[config.mk]
export PLATFORM = sky130hd
export DESIGN_NAME = invcnt_cell
export DESIGN_NICKNAME = d
export VERILOG_FILES = /design/src/rtl/invcnt_pkg.sv /design/src/rtl/invcnt_cell.sv
export SDC_FILE = /design/constraint.sdc
export NUM_CORES = 1
export LEC_CHECK = 0
export ABC_CLOCK_PERIOD_IN_PS = 7700
export BUFFER_PORTS_ARGS = -buffer_cell sky130_fd_sc_hd__buf_4
export CAP_MARGIN = 20
export CORE_ASPECT_RATIO = 0.7
export CORE_UTILIZATION = 45
export CTS_CLUSTER_SIZE = 24
export DETAILED_ROUTE_END_ITERATION = 10
export PLACE_DENSITY_LB_ADDON = 0.1
export SLEW_MARGIN = 20
export SYNTH_ARGS = -nofsm -noshare
export SYNTH_HDL_FRONTEND = slang
export SYNTH_SLANG_ARGS = --single-unit
[constraint.sdc]
create_clock -name clk -period 7.7 [get_ports clk]
set_clock_uncertainty 0.15 [all_clocks]
set_input_delay 1.54 -clock clk [delete_from_list [all_inputs] [get_ports clk]]
set_output_delay 1.54 -clock clk [all_outputs]
set_load 0.01 [all_outputs]
[src/rtl/invcnt_pkg.sv]
`default_nettype none

package invcnt_pkg;

  localparam int DATA_W      = 32;
  localparam int TOTAL_W     = 15;
  localparam int MAX_LEN_DEF = 256;
  localparam logic [TOTAL_W-1:0] TOTAL_MAX = {TOTAL_W{1'b1}};

  // control carried by a transaction as it moves along the chain
  typedef struct packed {
    logic valid;
    logic last;
    logic skip;    // arrived past capacity: no compare, no store
    logic placed;  // already stored in an earlier cell
  } tok_ctrl_t;

endpackage

`default_nettype wire

[src/rtl/invcnt_cell.sv]
`default_nettype none

module invcnt_cell #(
  parameter int CNT_W = 8
) (
  input  wire                                 clk,
  input  wire                                 rst_n,
  input  wire                                 en,
  input  wire  invcnt_pkg::tok_ctrl_t         tok_in,
  input  wire  [invcnt_pkg::DATA_W-1:0]       val_in,
  input  wire  [CNT_W-1:0]                    cnt_in,
  output invcnt_pkg::tok_ctrl_t               tok_out,
  output logic [invcnt_pkg::DATA_W-1:0]       val_out,
  output logic [CNT_W-1:0]                    cnt_out,
  output logic                                occ
);

  invcnt_pkg::tok_ctrl_t             tok_r, tok_nxt;
  logic [invcnt_pkg::DATA_W-1:0]     val_r;
  logic [CNT_W-1:0]                  cnt_r, cnt_nxt;
  logic [invcnt_pkg::DATA_W-1:0]     store_r;
  logic                              occ_r, occ_nxt;
  logic                              active, hit, place;

  always_comb begin
    active  = tok_in.valid && !tok_in.skip;
    hit     = active && occ_r && ($signed(store_r) > $signed(val_in));
    place   = active && !tok_in.last && !tok_in.placed && !occ_r;
    cnt_nxt = cnt_in + CNT_W'(hit);
    tok_nxt = tok_in;
    tok_nxt.placed = tok_in.placed | place;
    if (tok_in.valid && tok_in.last) begin
      occ_nxt = 1'b0;
    end else if (place) begin
      occ_nxt = 1'b1;
    end else begin
      occ_nxt = occ_r;
    end
  end

  always_ff @(posedge clk) begin
    if (!rst_n) begin
      tok_r <= '0;
      occ_r <= 1'b0;
    end else if (en) begin
      tok_r <= tok_nxt;
      occ_r <= occ_nxt;
    end
  end

  always_ff @(posedge clk) begin
    if (en) begin
      val_r <= val_in;
      cnt_r <= cnt_nxt;
      if (place) begin
        store_r <= val_in;
      end
    end
  end

  assign tok_out = tok_r;
  assign val_out = val_r;
  assign cnt_out = cnt_r;
  assign occ     = occ_r;

endmodule

`default_nettype wire

==> reports/results.tsv, run 1 <==
stage	metric	value	unit
status	status	completed	
yosys	EDFF count, synth	72	
sta	Worst Slack Setup Final	3664	ps
drt	routed wl met2	2419	um
critical_path	Worst Path Class, Setup	input port to flop	
finish	ratio of cells with drive above 1 in the final layout	34.66	%
yosys	Yosys warning total	0	
cts	post-cts sizing count	0	
critical_path	Critical Path AT	3990	ps
critical_path	Worst Setup SP	val_in[23]	
cts	worst skew pair latency	350	ps
global_routing	total track usage	16.22	%
yosys	Most used DFF post-synth	edfxtp_1	
sta	Highest Clock Rate	247.8	MHz
finish	area growth from synthesis to layout	29.04	%
sta	slew at the pin with the worst max-slew slack	608.9	ps
cts	Hold Buf Count CTS	0	
place	pre-CTS setup slack	3289	ps
global_routing	grt total ovfl	0	
hold_path	HP Class	flop to flop	
place	IO Port Bufs	91	
run	max_cap viols	0	
yosys	top cell type's share of synthesized area	64.67	%
finish	nets	402	
pwr	Power, Total	839.1	uW
finish	Ant. Diodes	0	
place	DP HPWL	4191	um
die	Top Ports	92	
pwr	pwr/cell area	194.5	nW/um2
yosys	largest cells by area after synthesis	edfxtp_1, ha_1, inv_1	
cts	clk buf depth	2	
drt	DRC Markers	0	
hold_path	Hold Path Depth	2	
yosys	sequential element share of the synthesized area	67.66	%
yosys	Synth top cells by count	edfxtp_1, ha_1, inv_1	
sta	Post-Route Setup TNS	0	ps
cts	CTS Buf Count	9	
yosys	Synth Register Bits	77	
critical_path	Worst R2R Setup Slack	4610	ps
yosys	Synth Area per Inst	15.27	um2
drt	final WL	5817	um
cts	CTS clk-pin slew, worst paths	80	ps
yosys	top-count cell post-synth	edfxtp_1	
global_routing	initial antenna violation count	0	
critical_path	element type at the critical path end	flop	
sta	Final Hold Viols	0	
sta	worst hold slack	383.1	ps
sta	RSZ-0062 raised after global routing	false	
yosys	net count after synthesis	300	
global_routing	largest net degree at the start of global routing	47	
critical_path	CP max FO	3	
yosys	asr flop ratio synth	0	%
global_routing	vias in the first global route	1868	
hold_path	worst hold start	tok_out[3]	
sta	Final setup violation count	0	
cts	H-tree depth	3	
hold_path	Worst Hold End	tok_out[3]	
critical_path	Setup crit start kind	input port	
cts	CTS tree	done	
drt	detailed-route via count	2033	
global_routing	first-pass GRT wire length	9239	um
cts	clk sinks	77	
sta	crit share post-route	52.41	%
cts	root buffer cell	clkbuf_8	
drt	WL/cell	13.85	um
critical_path	FF-to-FF Start	store_r[23]	
critical_path	reg2reg path depth	12	
drt	via/cell ratio	4.840	
yosys	mapped cell area	3343	um2
yosys	Cells after Synth	219	
sta	Worst slew margin	59.41	%
die	Chip Width	105.0	um
drt	DRT iter0 DRCs	86	
cts	post-CTS setup buffer count	0	
yosys	Unique masters post-synth	33	
die	row count	25	
die	die area	7784	um2
drt	highest routed layer	met4	
die	Initial Utilization	47.93	%
sta	minimum clock period	4036	ps
pwr	peak supply drop	0.00009549	V
die	core area	6975	um2
die	Die Y-Extent	74.12	um
drt	Routed met1 length	2933	um
place	gpl congestion	0.7588	
place	Post-Place Cells	404	
critical_path	Critical R2R Capture	cnt_out[6]	
drt	routed wl met3	372	um
pwr	Pleak	1.880	nW
sta	Final Max Slew Viols	0	
critical_path	Worst EP required	7650	ps
drt	Routed Antenna Nets	0	
drt	Pre-antenna DRT Iters	4	
finish	final non-filler cell total	420	
yosys	dominant cell type by area after synthesis	edfxtp_1	
[metal layers]
| metal | vias up | global-route usage [%] |
|---|---|---|
| met4 | 0 | 7.512 |
| met3 | 9 | 5.434 |
| li1 | 1019 | - |
| met2 | 71 | 22.66 |
| met1 | 934 | 23.05 |
| met5 | - | 0 |
[where the power goes]
group          switching (mW)  total [mW]  internal, mW  leakage [nW]
registers             0.00559       0.485         0.479         0.722
logic                  0.0464      0.0961        0.0497          1.09
clock network           0.145       0.258         0.114        0.0723
[worst max-delay path by stage]
| stage | end | cells past startpoint |
|---|---|---|
| after floorplan | cnt_out[6] | 13 |
| after global placement | cnt_out[6] | 14 |
| after detailed placement | cnt_out[6] | 14 |
| after CTS | cnt_out[6] | 14 |
| after global routing | cnt_out[6] | 14 |
| final | cnt_out[6] | 14 |
[logic make-up (layout without fill, tap and decap cells)]
logic type	after synthesis	after routing	synth area share, %
buf+inv	33	140	3.705
flops	77	77	67.66
mux	4	4	1.235
xor+xnor	6	6	1.572
simple gates	37	37	7.672
fa+ha+maj	34	34	12.72
compound gates	28	28	5.427
[cell usage in the layout (no fill, tap or decap), types with 5 or more instances in the layout]
cell type | synthesis | layout
buf_4 | 0 | 92
edfxtp_1 | 72 | 72
ha_1 | 34 | 34
inv_1 | 32 | 32
a21oi_1 | 14 | 14
clkbuf_8 | 0 | 9
nand3_1 | 7 | 7
nand2_1 | 6 | 6
nand4_1 | 5 | 5
nor2b_1 | 5 | 5
dfxtp_1 | 5 | 5
[sequential cells by signal (all words and copies together), names as in the netlist]
| name | count |
|---|---|
| cnt_out | 8 |
| occ | 1 |
| store_r | 32 |
| tok_out | 4 |
| val_out | 32 |
[stage by stage]
stage	area [um2]	util, %
CTS	4314	61.85
global placement	4148	59.46
detailed placement	4148	59.46
floorplan	3343	-
finish	4314	61.85
global route	4314	61.85
[layout make-up]
cell class / instances / area, um2
fillers: 557 / 2661
flip-flops and latches: 77 / 2262
multi-input cells: 109 / 957.2
repair buffers: 92 / 690.7
clock buffers: 9 / 123.9
inverters: 32 / 120.1
well taps: 94 / 117.6
clock inverters: 7 / 42.54
[critical path, stage by stage]
cell and delay, ps:
buf_4 90, inv_1 40, ha_1 320, a21oi_1 150, o21a_1 140, o21ai_0 90, a2111oi_1 510, a21oi_1 150
nor3_2 130, ha_1 210, ha_1 190, and3_1 190, nand3_1 100, xnor2_1 130
Power figures use the tool's default switching activity.
==> run 2: changes to the inputs <==
Settings changed: ABC_CLOCK_PERIOD_IN_PS 7700 to 3400.
Clock period 7.7 ns to 3.4 ns, I/O delays scaled along.
==> reports/results.tsv, run 2 (same netlist as run 1, synthesis figures left out) <==
stage	metric	value	unit	change
place	gpl congestion	0.7568		-0.26%
drt	DRT iter0 DRCs	62		-28%
cts	Hold Buf Count CTS	0		unchanged
drt	via/cell ratio	4.806		-0.71%
cts	post-CTS setup buffer count	0		unchanged
critical_path	CP Depth	14		unchanged
sta	crit share post-route	91.74	%	
drt	final WL	6176	um	+6.2%
sta	Worst slew margin	70.30	%	+11 points
sta	Final Hold Viols	0		unchanged
drt	Routed Antenna Nets	0		unchanged
place	pre-CTS setup slack	-99.51	ps	-3388 ps
die	Top Ports	92		unchanged
critical_path	Critical R2R Capture	cnt_out[7]		
finish	Util after Layout	62.76	%	+0.91 points
critical_path	Critical Path AT	3080	ps	-910 ps
critical_path	reg2reg path depth	12		unchanged
hold_path	worst hold start	val_in[22]		
critical_path	Critical Path End	cnt_out[7]		
global_routing	total track usage	17.49	%	+1.3 points
finish	post-route cell area	4378	um2	+1.5%
pwr	Pleak	1.929	nW	+2.6%
die	Die Y-Extent	74.12	um	unchanged
pwr	pwr/cell area	441.5	nW/um2	+130%
sta	Highest Clock Rate	320.6	MHz	
sta	Final setup violation count	0		unchanged
sta	minimum clock period	3119	ps	
critical_path	CP delay by family, top	simple AND/OR/NAND/NOR gates		
cts	worst skew pair latency	350	ps	about the same
die	row count	25		unchanged
critical_path	CP max FO	3		unchanged
run	max_cap viols	0		unchanged
critical_path	Worst R2R Setup Slack	350	ps	-4260 ps
cts	H-tree depth	3		unchanged
pwr	peak supply drop	0.0002464	V	+160%
drt	detailed-route via count	2057		+1.2%
sta	slew at the pin with the worst max-slew slack	445.5	ps	-163.4 ps
drt	routed wl met2	2613	um	+8.0%
status	status	completed		
drt	Routed met1 length	3133	um	+6.8%
sta	RSZ-0062 raised after global routing	false		
cts	post-cts sizing count	0		unchanged
critical_path	Worst Path Class, Setup	input port to flop		
critical_path	CP max stage delay	390	ps	-120 ps
critical_path	CP Cell Sequence	buf_4 -> inv_1 -> ha_1 -> nand4_2 -> nor4_2 -> a21boi_2 -> o31ai_1 -> and3_1 -> nor3_2 -> ha_1 -> buf_4 -> and4_1 -> nand4_1 -> xnor2_1		
global_routing	initial antenna violation count	0		unchanged
cts	clk buf depth	2		unchanged
die	Initial Utilization	47.93	%	unchanged
die	die area	7784	um2	unchanged
global_routing	largest net degree at the start of global routing	34		-28%
sta	Worst Slack Setup Final	280.8	ps	-3384 ps
cts	CTS clk-pin slew, worst paths	80	ps	about the same
die	Chip Width	105.0	um	unchanged
global_routing	first-pass GRT wire length	9977	um	+8.0%
cts	root buffer cell	clkbuf_8		
drt	highest routed layer	met4		
critical_path	FF-to-FF Start	store_r[14]		
finish	leading cell type in the layout, fill and taps excluded	buf_4		
place	DP Area	4208	um2	+1.4%
global_routing	grt total ovfl	0		unchanged
die	core area	6975	um2	unchanged
drt	Pre-antenna DRT Iters	4		unchanged
sta	Final Max Slew Viols	0		unchanged
drt	WL/cell	14.43	um	+4.2%
drt	DRC Markers	0		unchanged
sta	Post-Route Setup TNS	0	ps	unchanged
critical_path	slowest CP cell	nor4_2		
global_routing	vias in the first global route	2117		+13%
cts	clk sinks	77		unchanged
finish	most frequent cells in the layout	buf_4, edfxtp_1, ha_1, inv_1, a21oi_1		
drt	routed wl met3	371	um	-0.27%
finish	area growth from synthesis to layout	30.95	%	
finish	Ant. Diodes	0		unchanged
hold_path	HP Class	input port to flop		
place	IO Port Bufs	91		unchanged
finish	ratio of cells with drive above 1 in the final layout	36.23	%	+1.6 points
critical_path	element type at the critical path end	flop		
critical_path	Setup crit start kind	input port		
finish	nets	410		+2.0%
cts	CTS tree	done		
place	DP HPWL	4473	um	+6.7%
pwr	Power, Total	1.933	mW	+130%
critical_path	Worst Setup SP	val_in[14]		
critical_path	Buf+Inv Stages, Crit Path	3		+1
critical_path	Worst EP required	3360	ps	-4290 ps
cts	CTS Buf Count	9		unchanged
-- run 2: cell count changes in the layout (fill, tap and decap cells not counted) --
cell / change
buf_4: +8
clkbuf_1: +2
clkbuf_8: +1
clkinv_1: -2
clkinv_2: +1
clkinvlp_4: -2
-- run 2: how the worst min path moves through the flow --
stage                  endpoint  slack [ps]  cells past startpoint
floorplan            tok_out[1]         390                      2
finish              val_out[22]         370                      1
global route         val_out[1]         340                      1
CTS                  val_out[2]         360                      1
global placement     tok_out[2]         360                      2
detailed placement   tok_out[3]         370                      2
-- run 2: area by class of cell --
| type | count | area [um2] |
|---|---|---|
| timing repair buffer | 100 | 750.7 |
| clock buffer | 12 | 145.1 |
| fill | 564 | 2597 |
| multi-input combinational | 109 | 957.2 |
| inverter | 32 | 120.1 |
| clock inverter | 4 | 25.02 |
| tap | 94 | 117.6 |
| sequential | 77 | 2262 |
-- run 2: power breakdown --
group	leakage [nW]	switching, mW	total, mW	internal, mW
Sequential	0.722	0.0133	1.10	1.08
Clock	0.0824	0.328	0.611	0.283
Combinational	1.12	0.107	0.224	0.117
-- run 2: worst register-to-register path, delay by kind of cell, from the launching register on --
family	cells	cell delay (ps)
AND/OR/NAND/NOR	6	1180
XOR/XNOR	1	160
buffers and inverters	1	110
flip-flops	1	380
AO/OA/AOI/OAI	2	320
adder cells (fa/ha/maj)	2	510
-- run 2: per-stage QoR --
stage,hold slack [ps],instances
CTS,357.5,428
global placement,356.8,412
finish,368.0,428
detailed placement,371.5,412
floorplan,388.4,219
global route,340.8,428
-- run 2: metal layers --
layer | up-vias | track usage (%)
met3 | 7 | 6.924
met1 | 954 | 23.02
met2 | 60 | 26.78
met4 | 0 | 6.103
li1 | 1036 | -
met5 | - | 0
==> run 3: changes to the inputs <==
Settings changed: CTS_BUF_LIST set to sky130_fd_sc_hd__clkbuf_16.
==> reports/results.tsv, run 3 (same netlist as run 1, synthesis figures left out) <==
stage	metric	value	unit	change
status	status	completed		
critical_path	CP max stage delay	380	ps	about the same
pwr	Clock power frac	38.6	%	+7.0 points
critical_path	Buf+Inv Stages, Crit Path	2		-1
critical_path	element type at the critical path end	flop		
sta	worst hold slack	378.1	ps	+10.18 ps
sta	Final setup violation count	0		unchanged
sta	Worst slew margin	71.00	%	+0.70 points
drt	WL/cell	14.53	um	+0.66%
cts	clk sinks	77		unchanged
cts	CTS tree	done		
sta	slew at the pin with the worst max-slew slack	435.1	ps	-10.46 ps
critical_path	Worst Setup SP	val_in[14]		
pwr	Pleak	1.978	nW	+2.5%
die	Top Ports	92		unchanged
finish	area growth from synthesis to layout	33.68	%	
critical_path	Critical Path AT	3050	ps	-30 ps
critical_path	Critical Path End	cnt_out[6]		
die	Initial Utilization	47.93	%	unchanged
critical_path	Critical R2R Capture	cnt_out[6]		
place	DP HPWL	4473	um	unchanged
drt	Pre-antenna DRT Iters	4		unchanged
cts	root buffer cell	clkbuf_16		
critical_path	Worst Path Class, Setup	input port to flop		
sta	Highest Clock Rate	320.3	MHz	-0.10%
finish	filler cell count	537		-4.8%
die	Die Y-Extent	74.12	um	unchanged
cts	post-CTS setup buffer count	0		unchanged
place	IO Port Bufs	91		unchanged
pwr	sequential share of power	51.0	%	-5.8 points
pwr	sw frac	21.83	%	-1.3 points
critical_path	reg2reg path depth	12		unchanged
drt	detailed-route via count	2084		+1.3%
finish	Ant. Diodes	0		unchanged
critical_path	Worst EP required	3330	ps	-30 ps
global_routing	grt total ovfl	0		unchanged
critical_path	CP max FO	3		unchanged
global_routing	largest net degree at the start of global routing	34		unchanged
critical_path	FF-to-FF Start	store_r[14]		
finish	leading cell type in the layout, fill and taps excluded	buf_4		
critical_path	Setup crit start kind	input port		
critical_path	CP delay by family, top	simple AND/OR/NAND/NOR gates		
sta	crit share post-route	91.84	%	+0.095 points
place	gpl congestion	0.7568		unchanged
critical_path	CP Cell Sequence	buf_4 -> inv_1 -> ha_1 -> nand4_2 -> nor4_2 -> a21boi_2 -> o31ai_1 -> and3_1 -> nor3_2 -> ha_1 -> ha_1 -> and3_1 -> nand3_1 -> xnor2_1		
critical_path	most used cell, CP	ha_1		
sta	Worst Slack Setup Final	277.6	ps	-3.246 ps
drt	DRC Markers	0		unchanged
cts	clk buf depth	2		unchanged
critical_path	CP Depth	14		unchanged
cts	H-tree depth	3		unchanged
die	core area	6975	um2	unchanged
cts	post-cts sizing count	0		unchanged
global_routing	vias in the first global route	2155		+1.8%
sta	Final Max Slew Viols	0		unchanged
pwr	Power, Total	2.158	mW	+12%
cts	Hold Buf Count CTS	0		unchanged
pwr	Comb pwr share	10.4	%	-1.2 points
hold_path	HP Class	flop to flop		
drt	Routed Antenna Nets	0		unchanged
global_routing	total track usage	17.44	%	-0.059 points
pwr	peak supply drop	0.0003560	V	+44%
die	row count	25		unchanged
critical_path	slowest CP cell	nor4_2		
global_routing	first-pass GRT wire length	10090	um	+1.2%
cts	CTS clk-pin slew, worst paths	60	ps	-20 ps
finish	nets	410		unchanged
cts	CTS Buf Count	9		unchanged
finish	most frequent cells in the layout	buf_4, edfxtp_1, inv_1, ha_1, a21oi_1		
global_routing	initial antenna violation count	0		unchanged
drt	DRT iter0 DRCs	69		+11%
pwr	pwr/cell area	482.8	nW/um2	+9.3%
drt	final WL	6217	um	+0.66%
run	max_cap viols	0		unchanged
pwr	switching power	471.1	uW	+5.1%
place	pre-CTS setup slack	-99.51	ps	unchanged
sta	Final Hold Viols	0		unchanged
pwr	internal power	1.687	mW	+14%
drt	via/cell ratio	4.869		+1.3%
critical_path	Worst R2R Setup Slack	380	ps	+30 ps
finish	ratio of cells with drive above 1 in the final layout	35.93	%	-0.30 points
sta	RSZ-0062 raised after global routing	false		
die	die area	7784	um2	unchanged
cts	worst skew pair latency	320	ps	-30 ps
sta	minimum clock period	3122	ps	+3.246 ps
die	Chip Width	105.0	um	unchanged
## run 3: cell types whose count changed in the layout (fill, tap and decap cells not counted), sizes merged
cell    change
clkbuf      -3
clkinv      +1
inv         +2
## run 3: metrics by stage
step	cell area (um2)	utilization (%)	TNS, ps	instances
after floorplan	3343	-	0	219
after global placement	4208	60.32	-95.19	412
after detailed placement	4208	60.32	-198.3	412
after CTS	4469	64.07	0	428
after global routing	4469	64.07	0	428
final	4469	64.07	0	428
## run 3: layout make-up
cell class	count	area, um2	area share (%)
Clock inverter	7	36.28	0.8119
Timing Repair Buffer	100	750.7	16.80
Clock buffer	9	225.2	5.039
Multi-Input combinational cell	109	957.2	21.42
Tap cell	94	117.6	2.632
Sequential cell	77	2262	50.62
Inverter	32	120.1	2.688
## run 3: layer usage
layer,wire length (um),GRT usage [%],vias to the layer above
li1,-,-,1038
met1,3068,23.20,974
met2,2703,27.67,64
met3,363,4.820,8
met4,82,7.042,0
met5,0,0,-
## run 3: power by group through the flow
stage / sequential, mW / combinational, mW / clock, mW
final: 1.10 / 0.225 / 0.833
after global routing: 1.10 / 0.247 / 0.894
after CTS: 1.10 / 0.228 / 0.854
after detailed placement: 1.12 / 0.226 / 0
after global placement: 1.12 / 0.223 / 0
after floorplan: 1.14 / 0.0598 / 0
## run 3: worst min-delay path by stage
stage,start,endpoint,slack [ps],cells past startpoint
2_1_floorplan,tok_out[1],tok_out[1],390,2
3_3_place_gp,tok_out[2],tok_out[2],360,2
3_5_place_dp,tok_out[3],tok_out[3],370,2
4_1_cts,tok_out[3],tok_out[3],380,2
5_1_grt,val_in[27],val_out[27],380,1
6_report,tok_out[3],tok_out[3],380,2
## run 3: tightest hold or removal path, delay by kind of cell, from the launching register on
kind / cells / cell delay [ps]
flip-flops: 1 / 310
multiplexers: 1 / 120
AND/OR/NAND/NOR: 1 / 50
